==> src/rtl/core/ttv_pkg.sv <==
// Shared types, constants and sequencer codes of the triangle tangent block.
`default_nettype none

package ttv_pkg;

    localparam int POS_WIDTH_DEF = 32;
    localparam int UV_WIDTH_DEF  = 20;
    localparam int FRAC_BITS     = 16;
    localparam int OUT_WIDTH     = 32;
    localparam int QUO_STEPS     = 32;
    localparam int MUL_STEPS     = 3;
    localparam int STEP_W        = $clog2(QUO_STEPS);

    localparam logic [OUT_WIDTH-1:0] SAT_POS = {1'b0, {(OUT_WIDTH-1){1'b1}}};
    localparam logic [OUT_WIDTH-1:0] SAT_NEG = {1'b1, {(OUT_WIDTH-1){1'b0}}};

    typedef enum logic [1:0] {
        SEL_DET,
        SEL_X,
        SEL_Y,
        SEL_Z
    } ttv_sel_t;

    typedef enum logic [2:0] {
        ST_IDLE,
        ST_MUL,
        ST_PREP,
        ST_DIV,
        ST_STORE,
        ST_DONE
    } ttv_state_t;

    typedef struct packed {
        logic     idle;
        logic     mul_second;
        logic     acc_load;
        logic     acc_sub;
        logic     det_capture;
        logic     num_capture;
        logic     div_step;
        logic     res_write;
        logic     done_load;
        ttv_sel_t sel;
    } ttv_ctrl_t;

    typedef struct packed {
        logic start;
        logic det_zero;
        logic out_free;
    } ttv_stat_t;

endpackage

`default_nettype wire

==> src/rtl/core/ttv_ctrl.sv <==
// Sequencer that steps the shared multiplier and the serial divider.
`default_nettype none

module ttv_ctrl import ttv_pkg::*; (
    input  logic      clk,
    input  logic      rst_n,
    input  ttv_stat_t stat,
    output ttv_ctrl_t ctrl
);

    ttv_state_t          state_reg, state_next;
    logic [STEP_W-1:0]   step_reg, step_next;
    ttv_sel_t            sel_reg, sel_next;
    logic                mul_last;
    logic                div_last;

    assign mul_last = (step_reg == STEP_W'(MUL_STEPS - 1));
    assign div_last = (step_reg == STEP_W'(QUO_STEPS - 1));

    always_ff @(posedge clk or negedge rst_n)
    begin
        if (!rst_n)
        begin
            state_reg <= ST_IDLE;
            step_reg  <= '0;
            sel_reg   <= SEL_DET;
        end
        else
        begin
            state_reg <= state_next;
            step_reg  <= step_next;
            sel_reg   <= sel_next;
        end
    end

    always_comb
    begin
        state_next = state_reg;
        step_next  = step_reg;
        sel_next   = sel_reg;
        unique case (state_reg)
            ST_IDLE:
            begin
                if (stat.start)
                begin
                    state_next = ST_MUL;
                    step_next  = '0;
                    sel_next   = SEL_DET;
                end
            end
            ST_MUL:
            begin
                if (mul_last)
                begin
                    state_next = ST_PREP;
                    step_next  = '0;
                end
                else
                begin
                    step_next = step_reg + 1'b1;
                end
            end
            ST_PREP:
            begin
                step_next = '0;
                if (sel_reg == SEL_DET)
                begin
                    if (stat.det_zero)
                    begin
                        state_next = ST_DONE;
                    end
                    else
                    begin
                        state_next = ST_MUL;
                        sel_next   = SEL_X;
                    end
                end
                else
                begin
                    state_next = ST_DIV;
                end
            end
            ST_DIV:
            begin
                if (div_last)
                begin
                    state_next = ST_STORE;
                    step_next  = '0;
                end
                else
                begin
                    step_next = step_reg + 1'b1;
                end
            end
            ST_STORE:
            begin
                step_next = '0;
                unique case (sel_reg)
                    SEL_X:
                    begin
                        state_next = ST_MUL;
                        sel_next   = SEL_Y;
                    end
                    SEL_Y:
                    begin
                        state_next = ST_MUL;
                        sel_next   = SEL_Z;
                    end
                    SEL_Z:   state_next = ST_DONE;
                    SEL_DET: state_next = ST_DONE;
                    default: state_next = ST_DONE;
                endcase
            end
            ST_DONE:
            begin
                if (stat.out_free)
                begin
                    state_next = ST_IDLE;
                end
            end
            default:
            begin
                state_next = ST_IDLE;
            end
        endcase
    end

    always_comb
    begin
        ctrl             = '0;
        ctrl.sel         = sel_reg;
        unique case (state_reg)
            ST_IDLE:  ctrl.idle = 1'b1;
            ST_MUL:
            begin
                ctrl.mul_second = (step_reg == STEP_W'(1));
                ctrl.acc_load   = (step_reg == STEP_W'(1));
                ctrl.acc_sub    = mul_last;
            end
            ST_PREP:
            begin
                ctrl.det_capture = (sel_reg == SEL_DET);
                ctrl.num_capture = (sel_reg != SEL_DET);
            end
            ST_DIV:   ctrl.div_step  = 1'b1;
            ST_STORE: ctrl.res_write = 1'b1;
            ST_DONE:  ctrl.done_load = stat.out_free;
            default:  ctrl.idle      = 1'b0;
        endcase
    end

endmodule

`default_nettype wire

==> config.mk <==
export PLATFORM = sky130hd
export DESIGN_NAME = ttv_ctrl
export DESIGN_NICKNAME = d
export VERILOG_FILES = /design/src/rtl/core/ttv_pkg.sv /design/src/rtl/core/ttv_ctrl.sv
export SDC_FILE = /design/constraint.sdc
export NUM_CORES = 1
export LEC_CHECK = 0
export BUFFER_PORTS_ARGS = -buffer_cell sky130_fd_sc_hd__buf_2
export CAP_MARGIN = 20
export CORE_MARGIN = 2
export CORE_UTILIZATION = 58
export DETAILED_ROUTE_END_ITERATION = 8
export PLACE_DENSITY = 0.83
export SETUP_SLACK_MARGIN = 0.15
export SLEW_MARGIN = 20
export SYNTH_ARGS = -nofsm -noshare
export SYNTH_HDL_FRONTEND = slang
export SYNTH_SLANG_ARGS = --single-unit
==> constraint.sdc <==
create_clock -name clk -period 2.74 [get_ports clk]
set_clock_uncertainty 0.15 [all_clocks]
set_input_delay 0.274 -clock clk [delete_from_list [all_inputs] [get_ports clk]]
set_output_delay 0.274 -clock clk [all_outputs]
set_load 0.01 [all_outputs]
==> flow_summary.html, run 1 <==
<table>
<tr><th>Metric</th><th>Value</th></tr>
<tr><th colspan="2">Finish</th></tr>
<tr><td>Number of diodes added for antenna fixing</td><td>0</td></tr>
<tr><td>Syn-to-layout area delta</td><td>8.89%</td></tr>
<tr><td>Number of flip-flops under the largest register name</td><td>5</td></tr>
<tr><td>Fraction of final layout cells with drive strength greater than 1</td><td>0.303</td></tr>
<tr><td>Final #Nets</td><td>111</td></tr>
<tr><td>Post-Layout Inst Area</td><td>935 µm²</td></tr>
<tr><th colspan="2">Timing</th></tr>
<tr><td>Count of final setup violators</td><td>0</td></tr>
<tr><td>Setup repair after global routing missed its margin</td><td>false</td></tr>
<tr><td>Setup TNS</td><td>0 ns</td></tr>
<tr><td>Min Clock Period, post-route</td><td>2.10 ns</td></tr>
<tr><td>Final hold vios</td><td>0</td></tr>
<tr><td>Rel. slew slack</td><td>0.558</td></tr>
<tr><td>Period utilization</td><td>0.765</td></tr>
<tr><td>Highest attainable clock frequency</td><td>477 MHz</td></tr>
<tr><td>Slew @ Worst Pin</td><td>0.663 ns</td></tr>
<tr><td>Number of slew-limit violations in the final report</td><td>0</td></tr>
<tr><th colspan="2">Clocking</th></tr>
<tr><td>Clk Latency, worst-skew pair</td><td>0.28 ns</td></tr>
<tr><td>CTS sink cnt</td><td>10</td></tr>
<tr><td>Clock buffers created by TritonCTS</td><td>3</td></tr>
<tr><td>H-tree depth</td><td>1</td></tr>
<tr><td>TritonCTS clock tree</td><td>yes</td></tr>
<tr><td>Worst-path clk slew</td><td>0.08 ns</td></tr>
<tr><td>CTS root buf</td><td>sky130_fd_sc_hd__clkbuf_4</td></tr>
<tr><td>CTS Buffer Depth</td><td>2</td></tr>
<tr><th colspan="2">Yosys</th></tr>
<tr><td>Sequential element share of the synthesized area</td><td>0.292</td></tr>
<tr><td>Number of enable-type register cells in the synthesized netlist</td><td>0</td></tr>
<tr><td>Top cell type's share of synthesized area</td><td>0.292</td></tr>
<tr><td>Proportion of synthesized flip-flops having asynchronous set or reset</td><td>1.00</td></tr>
<tr><td>Library cell occupying the most area in the post-synthesis netlist</td><td>sky130_fd_sc_hd__dfrtp_1</td></tr>
<tr><td>Count of mapped cells out of synthesis</td><td>87</td></tr>
<tr><td>Yosys warnings</td><td>0</td></tr>
<tr><td>Register bit total from synthesis</td><td>10</td></tr>
<tr><td>Syn_nets</td><td>98</td></tr>
<tr><td>Biggest area contributors in the synthesized netlist</td><td>sky130_fd_sc_hd__dfrtp_1 (29%), sky130_fd_sc_hd__ha_1 (8.7%), sky130_fd_sc_hd__buf_6 (3.9%)</td></tr>
<tr><td>Per-instance average area after synthesis</td><td>9.87 µm²</td></tr>
<tr><td>Number of distinct library cell variants in the gate-level netlist after synthesis</td><td>41</td></tr>
<tr><td>Top flip-flop cell by instance count after synthesis</td><td>sky130_fd_sc_hd__dfrtp_1</td></tr>
<tr><td>Post-Syn Area</td><td>858 µm²</td></tr>
<tr><th colspan="2">Route</th></tr>
<tr><td>Routed wire length per instance</td><td>15.5 µm</td></tr>
<tr><td>First-iteration detailed-routing DRC count</td><td>21</td></tr>
<tr><td>Vias per cell</td><td>6.27</td></tr>
<tr><td>DRC errors left</td><td>0</td></tr>
<tr><td>Antenna violation net count after detailed routing</td><td>0</td></tr>
<tr><td>Detailed-route wire length</td><td>1770 µm</td></tr>
<tr><td>TritonRoute pass-1 iters</td><td>5</td></tr>
<tr><td>Overall via count from detail_route</td><td>715</td></tr>
<tr><th colspan="2">Floorplan</th></tr>
<tr><td>I/O pin total</td><td>16</td></tr>
<tr><td>Core region area</td><td>1330 µm²</td></tr>
<tr><td>Standard-cell rows</td><td>13</td></tr>
<tr><td>Initial Utilization</td><td>0.644</td></tr>
<tr><td>Die height</td><td>42.5 µm</td></tr>
<tr><td>Width of the die</td><td>42.5 µm</td></tr>
<tr><td>Area of the die</td><td>1800 µm²</td></tr>
<tr><th colspan="2">GRT</th></tr>
<tr><td>Wire length of the first global-routing pass</td><td>2890 µm</td></tr>
<tr><td>Final global-route overflow total</td><td>0</td></tr>
<tr><td>Global-route usage over all layers</td><td>0.209</td></tr>
<tr><td>Pin count of the biggest net entering global routing</td><td>21</td></tr>
<tr><td>Initial antenna violation count</td><td>0</td></tr>
<tr><td>Via count of the first global-routing pass</td><td>617</td></tr>
<tr><th colspan="2">Power and ir drop</th></tr>
<tr><td>Sequential Power Share</td><td>0.338</td></tr>
<tr><td>Portion of total power attributed to the clock network</td><td>0.138</td></tr>
<tr><td>Net switching component of the power</td><td>493 µW</td></tr>
<tr><td>Design Power</td><td>1040 µW</td></tr>
<tr><td>Power Density</td><td>1110 nW/µm²</td></tr>
<tr><td>Maximum ir drop on the vdd rail</td><td>655 µV</td></tr>
<tr><td>Static power due to leakage</td><td>0.000447 µW</td></tr>
<tr><td>Combinational power share</td><td>0.524</td></tr>
<tr><td>Internal Power</td><td>547 µW</td></tr>
<tr><td>Switching share of total power</td><td>0.474</td></tr>
<tr><th colspan="2">Critical path</th></tr>
<tr><td>Slowest cell on crit path</td><td>sky130_fd_sc_hd__dfrtp_1</td></tr>
<tr><td>Maximum net fanout on the critical path</td><td>17</td></tr>
<tr><td>Type of destination of the critical path</td><td>primary output</td></tr>
<tr><td>Path type of the worst setup path</td><td>reg -&gt; out</td></tr>
<tr><td>Arrival time of data at the critical path endpoint</td><td>1.67 ns</td></tr>
<tr><td>Endpoint required time on the critical path</td><td>2.32 ns</td></tr>
<tr><td>Maximum cell stage delay along the critical path</td><td>0.70 ns</td></tr>
<tr><td>Cell family with the largest share of critical-path delay</td><td>flip-flops</td></tr>
<tr><td>Kind of launch point of the worst setup path</td><td>flop</td></tr>
<tr><td>Worst path bufs/invs</td><td>1</td></tr>
<tr><td>Ordered list of cells on the worst path</td><td>nor3b_1, and3_1, buf_2</td></tr>
<tr><th colspan="2">Placed design</th></tr>
<tr><td>Number of I/O port buffers</td><td>15</td></tr>
<tr><td>Post-DP Area</td><td>888 µm²</td></tr>
<tr><td>Final estimated routing congestion in global placement</td><td>0.781</td></tr>
<tr><td>Detail Placement HPWL</td><td>1280 µm</td></tr>
<tr><th colspan="2">Run status</th></tr>
<tr><td>Run status</td><td>finished clean</td></tr>
<tr><th colspan="2">Run</th></tr>
<tr><td>Number of violations of the max-capacitance limit</td><td>0</td></tr>
<tr><th colspan="2">Min path</th></tr>
<tr><td>Hold WC Path Type</td><td>in -&gt; reg</td></tr>
</table>
cell usage in the layout, fill, tap and decap left out, types with 3 or more instances in the layout:
cell	instances
sky130_fd_sc_hd__inv_1	7
sky130_fd_sc_hd__clkbuf_4	3
sky130_fd_sc_hd__a21oi_1	4
sky130_fd_sc_hd__buf_2	15
sky130_fd_sc_hd__ha_1	6
sky130_fd_sc_hd__mux2_2	3
sky130_fd_sc_hd__nor3_1	5
sky130_fd_sc_hd__nand2b_1	3
sky130_fd_sc_hd__nor3b_1	3
sky130_fd_sc_hd__o21ai_0	4
sky130_fd_sc_hd__dfrtp_1	10
area by class of cell:
class	instances	area, µm²
multi-input cells	62	518
fillers	108	399
flip-flops and latches	10	250
repair buffers	16	85.1
clock buffers	4	36.3
inverters	7	26.3
well taps	15	18.8
power by group through the flow:
stage / logic, µW / clock network [µW] / registers [µW]
after floorplan: 554 / 0 / 254
after global placement: 529 / 0 / 349
after detailed placement: 538 / 0 / 354
after CTS: 545 / 142 / 350
after global routing: 604 / 146 / 368
final: 545 / 143 / 352
stage by stage:
step / setup WS [ns] / instances / utilization / hold WS [ns]
floorplan: 0.994 / 87 / - / -0.172
global placement: 0.803 / 109 / 0.666 / -0.00195
detailed placement: 0.772 / 109 / 0.666 / 0.00156
CTS: 0.623 / 114 / 0.701 / 0.195
global route: 0.488 / 114 / 0.701 / 0.203
finish: 0.645 / 114 / 0.701 / 0.202
final timing paths:
path / from / to / slack (ns) / cells past startpoint
worst max-delay path: state_reg[0]$_DFFE_PN0P_ / ctrl[9] / 0.64 / 3
worst min-delay path: stat[0] / state_reg[2]$_DFFE_PN0P_ / 0.20 / 3
worst max register to register: state_reg[1]$_DFFE_PN0P_ / sel_reg[1]$_DFFE_PN0P_ / 0.75 / 3
worst min register to register: sel_reg[0]$_DFFE_PN0P_ / sel_reg[0]$_DFFE_PN0P_ / 0.41 / 1
max in group asynchronous: rst_n / step_reg[0]$_DFFE_PN0P_ / 1.99 / 2
min in group asynchronous: rst_n / state_reg[1]$_DFFE_PN0P_ / 0.24 / 2
synth_stat cells, types with 3 or more instances:
cell                       instances
sky130_fd_sc_hd__dfrtp_1          10
sky130_fd_sc_hd__inv_1             7
sky130_fd_sc_hd__ha_1              6
sky130_fd_sc_hd__nor3_1            5
sky130_fd_sc_hd__a21oi_1           4
sky130_fd_sc_hd__o21ai_0           4
sky130_fd_sc_hd__buf_2             3
sky130_fd_sc_hd__buf_6             3
sky130_fd_sc_hd__mux2_2            3
sky130_fd_sc_hd__nand2b_1          3
sky130_fd_sc_hd__nor3b_1           3
cells by family (layout without fill, tap and decap cells):
family | after synthesis | count (layout) | share of synthesized area
AND/OR/NAND/NOR | 28 | 28 | 0.238
AO/OA/AOI/OAI | 25 | 25 | 0.239
buffers and inverters | 15 | 27 | 0.105
flip-flops | 10 | 10 | 0.292
adder cells (fa/ha/maj) | 6 | 6 | 0.0875
multiplexers | 3 | 3 | 0.0394
timing repair:
item,4_1_cts,5_1_grt
endpoints found under the hold margin,10,0
resized for setup,0,0
hold buffers,1,0
buffers inserted,0,0
layer usage:
layer	share of wire	global-route usage	vias up
met5	0	0	-
met4	0.011	0.0750	0
met3	0.060	0.0388	6
met2	0.45	0.308	35
met1	0.47	0.301	324
li1	-	-	350
tightest hold or removal path: stages:
cell and delay [ns]:
sky130_fd_sc_hd__buf_2 0.09, sky130_fd_sc_hd__nand2b_1 0.13, sky130_fd_sc_hd__o32ai_1 0.09
Power figures use the tool's default switching activity.
==> inputs of run 2 (changes only) <==
CORE_UTILIZATION = 48   (was 58)
PLACE_DENSITY = 0.73   (was 0.83)
clock period = 1.81 ns   (was 2.74 ns; I/O delays follow)
==> run 2 against run 1 <==
Clock power rose by 8%. Setup slack got worse by 0.64 ns. Cell area rose by 42%. Flip-flop and latch count did not move. Critical path depth rose by 3. First-iteration DRC count fell by 33%. Worst hold slack got worse by 0.045 ns. Non-clock buffer count rose by 24. Sequential share of layout area fell by 7.5 points. Die area rose by 19%. Global-route usage rose by 3.2 points. Register-to-register slack got worse by 0.74 ns. Critical path type is now reg -> reg.
==> flow_summary.html, run 2 (synthesized netlist as in run 1, its figures left out) <==
<table>
<tr><th>Metric</th><th>Value</th></tr>
<tr><th colspan="2">GRT</th></tr>
<tr><td>Wire length of the first global-routing pass</td><td>3620 µm</td></tr>
<tr><td>Final global-route overflow total</td><td>0</td></tr>
<tr><td>Global-route usage over all layers</td><td>0.241</td></tr>
<tr><td>Initial antenna violation count</td><td>0</td></tr>
<tr><td>Via count of the first global-routing pass</td><td>811</td></tr>
<tr><td>Pin count of the biggest net entering global routing</td><td>11</td></tr>
<tr><th colspan="2">Clocking</th></tr>
<tr><td>Worst-path clk slew</td><td>0.07 ns</td></tr>
<tr><td>CTS root buf</td><td>sky130_fd_sc_hd__clkbuf_4</td></tr>
<tr><td>CTS sink cnt</td><td>10</td></tr>
<tr><td>CTS Buffer Depth</td><td>2</td></tr>
<tr><td>H-tree depth</td><td>1</td></tr>
<tr><td>Clk Latency, worst-skew pair</td><td>0.27 ns</td></tr>
<tr><td>Clock buffers created by TritonCTS</td><td>3</td></tr>
<tr><td>TritonCTS clock tree</td><td>yes</td></tr>
<tr><th colspan="2">Timing</th></tr>
<tr><td>Setup repair after global routing missed its margin</td><td>true</td></tr>
<tr><td>Slew @ Worst Pin</td><td>0.362 ns</td></tr>
<tr><td>Rel. slew slack</td><td>0.757</td></tr>
<tr><td>Period utilization</td><td>0.996</td></tr>
<tr><td>Count of final setup violators</td><td>0</td></tr>
<tr><td>Final hold vios</td><td>0</td></tr>
<tr><td>Number of slew-limit violations in the final report</td><td>0</td></tr>
<tr><td>Highest attainable clock frequency</td><td>555 MHz</td></tr>
<tr><td>Min Clock Period, post-route</td><td>1.80 ns</td></tr>
<tr><th colspan="2">Route</th></tr>
<tr><td>DRC errors left</td><td>0</td></tr>
<tr><td>Overall via count from detail_route</td><td>889</td></tr>
<tr><td>Antenna violation net count after detailed routing</td><td>0</td></tr>
<tr><td>Detailed-route wire length</td><td>2940 µm</td></tr>
<tr><td>Routed wire length per instance</td><td>20.0 µm</td></tr>
<tr><td>First-iteration detailed-routing DRC count</td><td>14</td></tr>
<tr><td>TritonRoute pass-1 iters</td><td>4</td></tr>
<tr><td>Vias per cell</td><td>6.05</td></tr>
<tr><th colspan="2">Finish</th></tr>
<tr><td>Final #Nets</td><td>135</td></tr>
<tr><td>Syn-to-layout area delta</td><td>54.5%</td></tr>
<tr><td>Commonest non-fill, non-tap cell in the layout</td><td>sky130_fd_sc_hd__buf_2</td></tr>
<tr><td>Fraction of final layout cells with drive strength greater than 1</td><td>0.615</td></tr>
<tr><td>Post-Layout Inst Area</td><td>1330 µm²</td></tr>
<tr><td>Sequential Area</td><td>255 µm²</td></tr>
<tr><td>Number of flip-flops under the largest register name</td><td>5</td></tr>
<tr><td>Commonest cells after routing, fill and taps aside</td><td>sky130_fd_sc_hd__buf_2 (15), sky130_fd_sc_hd__buf_4 (13), sky130_fd_sc_hd__buf_6 (10)</td></tr>
<tr><td>Area occupied by multi-input gates</td><td>691 µm²</td></tr>
<tr><td>Number of filler cells placed in the layout</td><td>97</td></tr>
<tr><td>Number of diodes added for antenna fixing</td><td>0</td></tr>
<tr><td>Final Util</td><td>0.777</td></tr>
<tr><th colspan="2">Critical path</th></tr>
<tr><td>Depth of the most critical reg-to-reg path</td><td>6</td></tr>
<tr><td>Maximum net fanout on the critical path</td><td>4</td></tr>
<tr><td>Type of destination of the critical path</td><td>flop</td></tr>
<tr><td>Ordered list of cells on the worst path</td><td>ha_2, and3_4, ha_4, a21boi_4, a2bb2oi_2, o32ai_1</td></tr>
<tr><td>Endpoint required time on the critical path</td><td>1.79 ns</td></tr>
<tr><td>Path type of the worst setup path</td><td>reg -&gt; reg</td></tr>
<tr><td>Number of stages on the worst setup path</td><td>6</td></tr>
<tr><td>Worst path bufs/invs</td><td>0</td></tr>
<tr><td>Arrival time of data at the critical path endpoint</td><td>1.78 ns</td></tr>
<tr><td>Cell family with the largest share of critical-path delay</td><td>compound AO/OA/AOI/OAI gates</td></tr>
<tr><td>Kind of launch point of the worst setup path</td><td>flop</td></tr>
<tr><td>Slowest cell on crit path</td><td>sky130_fd_sc_hd__dfrtp_2</td></tr>
<tr><td>Maximum cell stage delay along the critical path</td><td>0.45 ns</td></tr>
<tr><th colspan="2">Power and ir drop</th></tr>
<tr><td>Maximum ir drop on the vdd rail</td><td>929 µV</td></tr>
<tr><td>Static power due to leakage</td><td>0.000602 µW</td></tr>
<tr><td>Power Density</td><td>1820 nW/µm²</td></tr>
<tr><td>Design Power</td><td>2410 µW</td></tr>
<tr><th colspan="2">Placed design</th></tr>
<tr><td>Post-DP Area</td><td>948 µm²</td></tr>
<tr><td>Detail Placement HPWL</td><td>1380 µm</td></tr>
<tr><td>Final estimated routing congestion in global placement</td><td>0.849</td></tr>
<tr><td>Number of I/O port buffers</td><td>15</td></tr>
<tr><th colspan="2">Floorplan</th></tr>
<tr><td>Standard-cell rows</td><td>15</td></tr>
<tr><td>Width of the die</td><td>46.3 µm</td></tr>
<tr><td>Initial Utilization</td><td>0.503</td></tr>
<tr><td>Area of the die</td><td>2140 µm²</td></tr>
<tr><td>Core region area</td><td>1710 µm²</td></tr>
<tr><td>I/O pin total</td><td>16</td></tr>
<tr><td>Die height</td><td>46.3 µm</td></tr>
<tr><th colspan="2">Min path</th></tr>
<tr><td>Hold WC Path Type</td><td>in -&gt; async</td></tr>
<tr><th colspan="2">Run</th></tr>
<tr><td>Number of violations of the max-capacitance limit</td><td>0</td></tr>
<tr><th colspan="2">Run status</th></tr>
<tr><td>Run status</td><td>finished clean</td></tr>
</table>
-- run 2: worst paths after layout --
check,start,slack (ns),to
setup / recovery,step_reg[1]$_DFFE_PN0P_,0.008,state_reg[2]$_DFFE_PN0P_
hold reg to reg,sel_reg[1]$_DFFE_PN0P_,0.48,sel_reg[1]$_DFFE_PN0P_
max in group asynchronous,rst_n,1.12,step_reg[1]$_DFFE_PN0P_
min in group clk,stat[0],0.20,state_reg[2]$_DFFE_PN0P_
hold / removal,rst_n,0.16,step_reg[0]$_DFFE_PN0P_
setup reg to reg,step_reg[1]$_DFFE_PN0P_,0.008,state_reg[2]$_DFFE_PN0P_
-- run 2: cell type report --
| cell class | instances | share of cell area |
|---|---|---|
| clock buffer | 3 | 0.0170 |
| inverter | 7 | 0.0198 |
| multi-input combinational | 62 | 0.521 |
| sequential | 10 | 0.192 |
| tap | 25 | 0.0236 |
| timing repair buffer | 40 | 0.226 |
-- run 2: repair_timing --
item | 4_1_cts | 5_1_grt
resized for setup | 28 | 22
endpoints found under the setup margin | 18 | 18
hold buffers | 1 | 0
buffers inserted | 15 | 3
endpoints found under the hold margin | 10 | 0
pin swaps | 8 | 11
-- run 2: worst reg2reg max path: stages (launching register included) --
cell                        delay (ns)
sky130_fd_sc_hd__dfrtp_2          0.45
sky130_fd_sc_hd__ha_2             0.20
sky130_fd_sc_hd__and3_4           0.15
sky130_fd_sc_hd__ha_4             0.17
sky130_fd_sc_hd__a21boi_4         0.19
sky130_fd_sc_hd__a2bb2oi_2        0.23
sky130_fd_sc_hd__o32ai_1          0.14
-- run 2: metal layers --
layer	GRT usage	vias to the layer above	wire length, µm
li1	-	397	-
met5	0	-	0
met1	0.264	442	1200
met2	0.428	36	1530
met3	0.0431	14	91
met4	0.137	0	125
-- run 2: where the power goes --
part / internal (µW) / switching (µW)
registers: 316 / 128
logic: 909 / 907
clock network: 76.8 / 78.1
total: 1300 / 1110
-- run 2: through the flow --
step | cells | hold slack [ns] | worst slack (ns) | TNS [ns]
after floorplan | 87 | -0.265 | 0.100 | 0
after global placement | 125 | -0.0866 | 0.108 | 0
after detailed placement | 125 | -0.0879 | 0.0404 | 0
after CTS | 144 | 0.111 | 0.0596 | 0
final | 147 | 0.157 | 0.00785 | 0
after global routing | 147 | 0.180 | -0.0151 | -0.0151
